===== config.mk =====
export PLATFORM = sky130hd
export DESIGN_NAME = lsb_stego_message_extractor
export DESIGN_NICKNAME = d
export VERILOG_FILES = /design/src/hw/rtl/lsbx_pkg.sv /design/src/hw/rtl/lsb_stego_message_extractor.sv
export SDC_FILE = /design/constraint.sdc
export NUM_CORES = 1
export LEC_CHECK = 0
export BUFFER_PORTS_ARGS = -buffer_cell sky130_fd_sc_hd__buf_2
export CAP_MARGIN = 10
export CELL_PAD_IN_SITES_DETAIL_PLACEMENT = 0
export CELL_PAD_IN_SITES_GLOBAL_PLACEMENT = 1
export CORE_UTILIZATION = 47
export CTS_CLUSTER_DIAMETER = 100
export DETAILED_ROUTE_END_ITERATION = 10
export HOLD_SLACK_MARGIN = 0.03
export PLACE_DENSITY_LB_ADDON = 0.12
export SLEW_MARGIN = 20
export SYNTH_ARGS = -nofsm -noshare
export SYNTH_HDL_FRONTEND = slang
export SYNTH_SLANG_ARGS = --single-unit

===== constraint.sdc =====
create_clock -name clk -period 4.4 [get_ports clk]
set_input_delay 0 -clock clk [delete_from_list [all_inputs] [get_ports clk]]
set_output_delay 0 -clock clk [all_outputs]
set_load 0.02 [all_outputs]

===== src/hw/rtl/lsbx_pkg.sv =====
// lsbx_pkg: shared types and constants for the lsb stego message extractor
// no dependencies; imported by the extractor and its checker

package lsbx_pkg;

    localparam int DELIM_BITS = 16;                      // window and compare width, 8..32
    localparam int FILL_W     = $clog2(DELIM_BITS + 1);  // window fill counter width
    localparam int CFG_W      = 16;                      // delimiter register width
    localparam logic [CFG_W-1:0] DELIM_RESET = 16'h2424;

    localparam int RQ_DEPTH = 4;                         // result queue entries
    localparam int RQ_PTR_W = $clog2(RQ_DEPTH);
    localparam int RQ_CNT_W = $clog2(RQ_DEPTH + 1);

    typedef enum logic [1:0] {
        ST_BYTE = 2'd0,
        ST_DONE = 2'd1,
        ST_NONE = 2'd2
    } status_t;

    typedef struct packed {
        logic [7:0] channel_value;
        logic       end_of_image;
    } pixel_t;

    typedef struct packed {
        logic [7:0] byte_value;
        status_t    status;
        logic       last;
    } result_t;

endpackage


===== src/hw/rtl/lsb_stego_message_extractor.sv =====
// lsb_stego_message_extractor: recovers a hidden message from channel lsbs
// depends on lsbx_pkg (types, widths, status codes)
//
//  channel   direction  payload    handshake
//  pixel     in         pixel_t    pixel_valid / pixel_ready
//  result    out        result_t   result_valid / result_ready
//  cfg       in         16 bits    cfg_wr_en (no wait, no read-back)
//
// one channel byte per cycle unless stalled: window shift, delimiter compare and byte packing
// are done in the accept cycle, results land in a 4-entry result queue
// a pixel is taken while the queue has room for two results, the most one pixel
// yields: a delimiter hit gives a final byte (if any bits are pending) plus done
// reset clears all image state and the queue, delimiter returns to 0x2424
// a stalled result output only backs up into pixel_ready once the queue holds more than two results

module lsb_stego_message_extractor
    import lsbx_pkg::*;
(
    input  logic             clk,
    input  logic             rst_n,
    input  logic             pixel_valid,
    output logic             pixel_ready,
    input  pixel_t           pixel,
    output logic             result_valid,
    input  logic             result_ready,
    output result_t          result,
    input  logic             cfg_wr_en,
    input  logic [CFG_W-1:0] cfg_wr_data
);

    // configuration
    logic [CFG_W-1:0]      delim_reg;

    // image state
    logic [DELIM_BITS-1:0] win_reg,   win_next;
    logic [FILL_W-1:0]     fill_reg,  fill_next;
    logic [7:0]            acc_reg,   acc_next;
    logic [2:0]            bib_reg,   bib_next;
    logic                  found_reg, found_next;

    // result queue
    result_t               rq_reg [RQ_DEPTH];
    logic [RQ_PTR_W-1:0]   wr_ptr_reg, rd_ptr_reg;
    logic [RQ_CNT_W-1:0]   cnt_reg,    cnt_next;

    logic                  take, pop;
    logic                  have_byte, have_status;
    logic [7:0]            byte_val;
    status_t               status_val;
    logic [1:0]            n_res;
    result_t               res0, res1;
    logic [31:0]           delim_ext;
    logic [DELIM_BITS-1:0] delim_cmp;
    logic                  full, match;
    logic [7:0]            acc_shift;
    logic [2:0]            bib_inc;

    // delimiter zero-extended or truncated to the window width
    assign delim_ext = {{(32-CFG_W){1'b0}}, delim_reg};
    assign delim_cmp = delim_ext[DELIM_BITS-1:0];

    assign take = pixel_valid && pixel_ready;
    assign pop  = result_valid && result_ready;

    always_comb
    begin
        win_next    = win_reg;
        fill_next   = fill_reg;
        acc_next    = acc_reg;
        bib_next    = bib_reg;
        found_next  = found_reg;
        have_byte   = 1'b0;
        have_status = 1'b0;
        byte_val    = acc_reg;
        status_val  = ST_BYTE;
        full        = (fill_reg == FILL_W'(DELIM_BITS));
        acc_shift   = {acc_reg[6:0], win_reg[DELIM_BITS-1]};
        bib_inc     = bib_reg + 3'd1;
        match       = 1'b0;

        if (found_reg)
        begin
            // message already out: only the end of image matters
            if (pixel.end_of_image)
            begin
                found_next = 1'b0;
                win_next   = '0;
                fill_next  = '0;
                acc_next   = '0;
                bib_next   = '0;
            end
        end
        else
        begin
            if (full)
            begin
                // bit leaving the window belongs to the message
                acc_next = acc_shift;
                bib_next = bib_inc;
                if (bib_reg == 3'd7)
                begin
                    have_byte = 1'b1;
                    byte_val  = acc_shift;
                    acc_next  = '0;
                    bib_next  = '0;
                end
            end
            else
            begin
                fill_next = fill_reg + FILL_W'(1);
            end
            win_next = {win_reg[DELIM_BITS-2:0], pixel.channel_value[0]};
            match    = (fill_next == FILL_W'(DELIM_BITS)) && (win_next == delim_cmp);

            if (match)
            begin
                // flush partial byte, zero padded at the bottom
                if (bib_next != 3'd0)
                begin
                    have_byte = 1'b1;
                    byte_val  = acc_next << (3'd0 - bib_next);
                end
                have_status = 1'b1;
                status_val  = ST_DONE;
                found_next  = 1'b1;
            end
            else if (pixel.end_of_image)
            begin
                have_status = 1'b1;
                status_val  = ST_NONE;
            end

            if (pixel.end_of_image)
            begin
                found_next = 1'b0;
                win_next   = '0;
                fill_next  = '0;
                acc_next   = '0;
                bib_next   = '0;
            end
        end
    end

    // pack up to two results, last marks the final one
    always_comb
    begin
        n_res           = {1'b0, have_byte} + {1'b0, have_status};
        res1.byte_value = '0;
        res1.status     = status_val;
        res1.last       = 1'b1;
        if (have_byte)
        begin
            res0.byte_value = byte_val;
            res0.status     = ST_BYTE;
            res0.last       = !have_status;
        end
        else
        begin
            res0 = res1;
        end
    end

    assign cnt_next = cnt_reg + (take ? RQ_CNT_W'(n_res) : RQ_CNT_W'(0))
                    - (pop ? RQ_CNT_W'(1) : RQ_CNT_W'(0));

    // room for the worst-case two results of one transfer
    assign pixel_ready  = (cnt_reg <= RQ_CNT_W'(RQ_DEPTH - 2));
    assign result_valid = (cnt_reg != '0);
    assign result       = rq_reg[rd_ptr_reg];

    always_ff @(posedge clk or negedge rst_n)
    begin
        if (!rst_n)
        begin
            delim_reg  <= DELIM_RESET;
            win_reg    <= '0;
            fill_reg   <= '0;
            acc_reg    <= '0;
            bib_reg    <= '0;
            found_reg  <= 1'b0;
            wr_ptr_reg <= '0;
            rd_ptr_reg <= '0;
            cnt_reg    <= '0;
        end
        else
        begin
            if (cfg_wr_en)
            begin
                delim_reg <= cfg_wr_data;
            end
            if (take)
            begin
                win_reg    <= win_next;
                fill_reg   <= fill_next;
                acc_reg    <= acc_next;
                bib_reg    <= bib_next;
                found_reg  <= found_next;
                wr_ptr_reg <= wr_ptr_reg + RQ_PTR_W'(n_res);
            end
            if (pop)
            begin
                rd_ptr_reg <= rd_ptr_reg + RQ_PTR_W'(1);
            end
            cnt_reg <= cnt_next;
        end
    end

    // queue payload, no reset
    always_ff @(posedge clk)
    begin
        if (take && (n_res != 2'd0))
        begin
            rq_reg[wr_ptr_reg] <= res0;
        end
        if (take && (n_res == 2'd2))
        begin
            rq_reg[wr_ptr_reg + RQ_PTR_W'(1)] <= res1;
        end
    end

endmodule


; ---- Word-level counts from Yosys, hierarchy flattened
; Memory sizes are Yosys's and may differ from the RTL's.
; Index checks and enable logic that the tools add are counted.
[word_totals]
reg_bits = 56
ramBits = 44
in_bits = 30
output_inout_bits = 13
wordCells = 84
n_memories = 1
[mem_list]
columns = memory, depth, word_bits, read_ports, rd_clocked_by_memory_dff, write_ports, line_no
row1 = rq_reg, 4, 11, 1, 0, 2, lsb_stego_message_extractor.sv:42  ; result_t rq_reg [RQ_DEPTH];
[op_classes]
add_sub_neg = 9
order_cmp = 1
n_eq_ne = 6
shifts = 1
muxes = 47
n_reduce_logical = 10
[op_table]
columns = op, n
row1 = 8-bit 2-to-1 mux, 11
row2 = 16-bit 2-to-1 mux, 3
row3 = 5-bit 2-to-1 mux, 5
row4 = 3-bit 2-to-1 mux, 6
row5 = 1-bit 2-to-1 mux, 17
row6 = 16-bit equality test, 1
row7 = 11-bit 2-to-1 mux, 1
row8 = 5-bit equality test (second input constant), 2
row9 = 2-bit 2-to-1 mux, 4
row10 = 8-bit by 3-bit << shifter with 8-bit output, 1
row11 = 3-bit nonzero test, 2
row12 = 5-bit by 1-bit adder with 5-bit output (second input constant), 1
row13 = 1-bit logical AND, 5
row14 = 2-bit by 1-bit adder with 2-bit output (second input constant), 2
row15 = 3-bit by 1-bit adder with 3-bit output (second input constant), 1
row16 = 3-bit by 2-bit adder with 3-bit output, 1
row17 = 3-bit equality test (second input constant), 1
row18 = 3-bit by 2-bit <= comparator with 1-bit output (second input constant), 1
row19 = 1-bit by 3-bit subtractor with 3-bit output (first input constant), 1
row20 = 3-bit by 1-bit subtractor with 3-bit output, 1
row21 = 1-bit by 1-bit adder with 2-bit output, 1
row22 = 2-bit adder, 1
row23 = 2-bit equality test (second input constant), 1
row24 = 2-bit inequality test (second input constant), 1
row25 = 3 further kinds, 3

; ---- Depth between registers and ports, before layout
[depth]
depth_word = 13
depth_mapped = 21
mapped_depth_nobuf = 19

; ---- Worst setup path after synthesis
; No wires, ideal clock.
[synth_path]
kind = flip-flop to flip-flop
start = register fill_reg[0]
end = memory rq_reg[0][1] (netlist name), enable pin
setup_time_ps = 292
arrival_ps = 3423
slack_ps = 685
path_stages_with_launch = 20
period_less_slack_ps = 3715
path_cell_list = dfrtp_1 > inv_2 > ha_1 > and4bb_4 > buf_6 > buf_2 > nor2_1 > a21oi_1 > ha_1 > ha_1 > inv_1 > nand2b_1 > a21o_1 > ha_1 > clkbuf_1 > or4_1 > buf_2 > and2_1 > clkbuf_1 > inv_2
[synth_lines]
columns = element, line_no
row1 = from (decl), lsb_stego_message_extractor.sv:36  ; logic [FILL_W-1:0] fill_reg, fill_next;
row2 = from (signal assigned), lsb_stego_message_extractor.sv:194  ; fill_reg <= fill_next;
row3 = to (decl), lsb_stego_message_extractor.sv:42

==> impl_metrics.toml <==
[status]
status = "complete, no violations"

[synthesis]
yosys-top-cells-area = "dfrtp_1 26%, dfxtp_1 14%, a22o_1 5.4%"
synth_warnings = 0
yosysTopAreaCell = "dfrtp_1"
synth_common_cells = "53 x nand2_1, 52 x dfrtp_1, 36 x dfxtp_1"
synth.avg_cell_area_um2 = 10.5
yosysMostFrequentCell = "nand2_1"
async_reset_ff_share_pct = 56.0
synth_seq_cells = 100
synth_cell_type_count = 62
synth_nets = 522
synthFlopType = "dfrtp_1"
syn_area_um2 = 5010
yosysSeqAreaShare_pct = 47.2
syn_inst = 479
synth_edf_count = 8
synth_top_area_share_pct = 25.9

[sta]
tightest_slew_ps = 866
setup_violations = 0
fin_setup_tns_ps = 0
fin_ws_ps = 386
whs_ps = 121
rsz0062_at_grt = "false"
worst_clock_skew_ps = 25.8
finalMaxSlewViolations = 0
layout_min_cycle_time_ps = 4010
max_freq_ghz = 0.249
period_share_pct = 91.2
slew_headroom_pct = 42.3
hold_violations = 0

[die]
die-area_um2 = 11100
io_pins = 43
placementRows = 37
die_x_um = 105
die_h_um = 105
start_util_pct = 48.6
core_um2 = 10300

[route]
drt_iter0_markers = 171
wl_mm = 11.4
routed-via-count = 3767
ant_nets = 0
firstDrtPassIters = 6
drc = 0
avgRoutedWirePerCell_um = 17.1
viasPerCell = 5.64

[finish]
final_layout_size_suffix_gt1_share_pct = 20.7
largest_reg_flops = 44
diodes = 0
nNetsFinal = 570
area_growth_pct = 14.4
instances_no_fill = 668

[power]
power.total_mw = 2.35
p_leak_nw = 2.31
vdd_drop_max_mv = 0.353
p_per_area_nw_per_um2 = 410

[grt]
grt_usage_pct = 22.2
grt_remaining_overflow = 0
grt_pass1_vias = 3806
grt_max_degree = 57
grt_pass1_wl_mm = 19.1
antenna_found_initial = 0

[clock_network]
clk-insertion-delay-late_ps = 370
cts_buffers = 9
ctsHoldBuffers = 20
ctsResizeCount = 0
cts_buffer_depth = 2
cts_max_level = 3
post-cts-setup-buffer-count = 0
root_buffer = "clkbuf_8"
cts_tree = "yes"
clock_sinks = 100
clk_pin_slew_ps = 100

[place]
place_hpwl_mm = 7.80
place_ws_ps = 388
dp.cells = 632
port_buffers = 35
place.gp.congestion = 0.821

[setup_path]
cp-start-kind = "flop"
path_max_fanout = 21
end_kind = "flop"
crit_chain = "inv_2 > ha_1 > and4bb_4 > xnor2_1 > nand4_1 > or3_1 > nand2b_1 > a21o_1 > ha_1 > or3_1 > and2_1 > inv_2"
crit_slowest_cell = "or3_1"
cp.arrival_ps = 4100
critPathMaxStageDelay_ps = 560
crit_required_ps = 4490
worstSetupPathType = "flop to flop"

[hold_path]
hold_class = "primary input to flop"

[run]
drv_cap = 0
## per-stage QoR
step	area (um^2)	util, %
after global placement	5320	51.6
after global routing	5740	55.6
after detailed placement	5320	51.6
after floorplan	5010	-
final	5740	55.6
after CTS	5740	55.6
## cell usage in the layout, fill, tap and decap left out, drive strengths merged, types with 10 or more instances in the layout
master / Yosys / layout
inv: 16 / 19
dlygate4sd3: 0 / 20
nor3: 10 / 10
buf: 8 / 44
dfrtp: 52 / 52
mux2: 19 / 19
dfxtp: 36 / 36
nand4: 10 / 10
mux4: 11 / 11
o21ai: 34 / 34
xor2: 13 / 13
ha: 12 / 12
nand2: 53 / 53
xnor2: 14 / 14
a22o: 32 / 32
a21oi: 16 / 16
nor2: 13 / 13
nand3: 18 / 18
## area by class of cell
cell class / count / area, um^2
multi-input combinational: 336 / 2480
inverter: 16 / 60.1
fill: 913 / 4590
timing repair buffer: 64 / 443
tap: 136 / 170
clock buffer: 9 / 124
sequential: 100 / 2370
clock inverter: 7 / 88.8
## metal layers
layer  global-route usage, %  up-vias  part of all wire (%)
li1                        -     1834                     -
met1                    30.6     1867                    47
met2                    36.2       57                    49
met3                    3.96        9                   2.8
met4                    5.84        0                  0.90
met5                       0        -                     0
## path summary, 6_finish.rpt
path | to | start | depth (start not counted) | slack (ps)
worst min-delay path | wr_ptr_reg[0] | pixel_valid | 4 | 120
worst max-delay path | rq_reg[3][1] | fill_reg[0] | 12 | 390
min in group asynchronous | delim_cmp[11] | rst_n | 3 | 290
worst min register to register | rq_reg[2][9] | rq_reg[2][9] | 2 | 450
worst max register to register | rq_reg[3][1] | fill_reg[0] | 12 | 390
max in group asynchronous | found_reg | rst_n | 3 | 3640
## report_power, final
| part | switching [mW] | internal, mW |
|---|---|---|
| Sequential | 0.149 | 1.03 |
| Clock | 0.343 | 0.275 |
| Combinational | 0.289 | 0.268 |
## worst max-delay path: cells and delay by family, from the launching register on
family / cells / cell delay [ps]
adder cells (fa/ha/maj): 2 / 500
AND/OR/NAND/NOR: 6 / 2210
buffers and inverters: 2 / 240
flip-flops: 1 / 430
AO/OA/AOI/OAI: 1 / 180
XOR/XNOR: 1 / 180
## kinds of logic after synthesis
| group | after synthesis | share of synthesized area, % |
|---|---|---|
| buf+inv | 43 | 3.47 |
| fa+ha+maj | 13 | 3.39 |
| simple gates | 150 | 15.7 |
| mux | 36 | 10.4 |
| compound gates | 110 | 15.1 |
| flops | 100 | 47.2 |
| xor+xnor | 27 | 4.72 |
(Power assumes the default switching activity.)
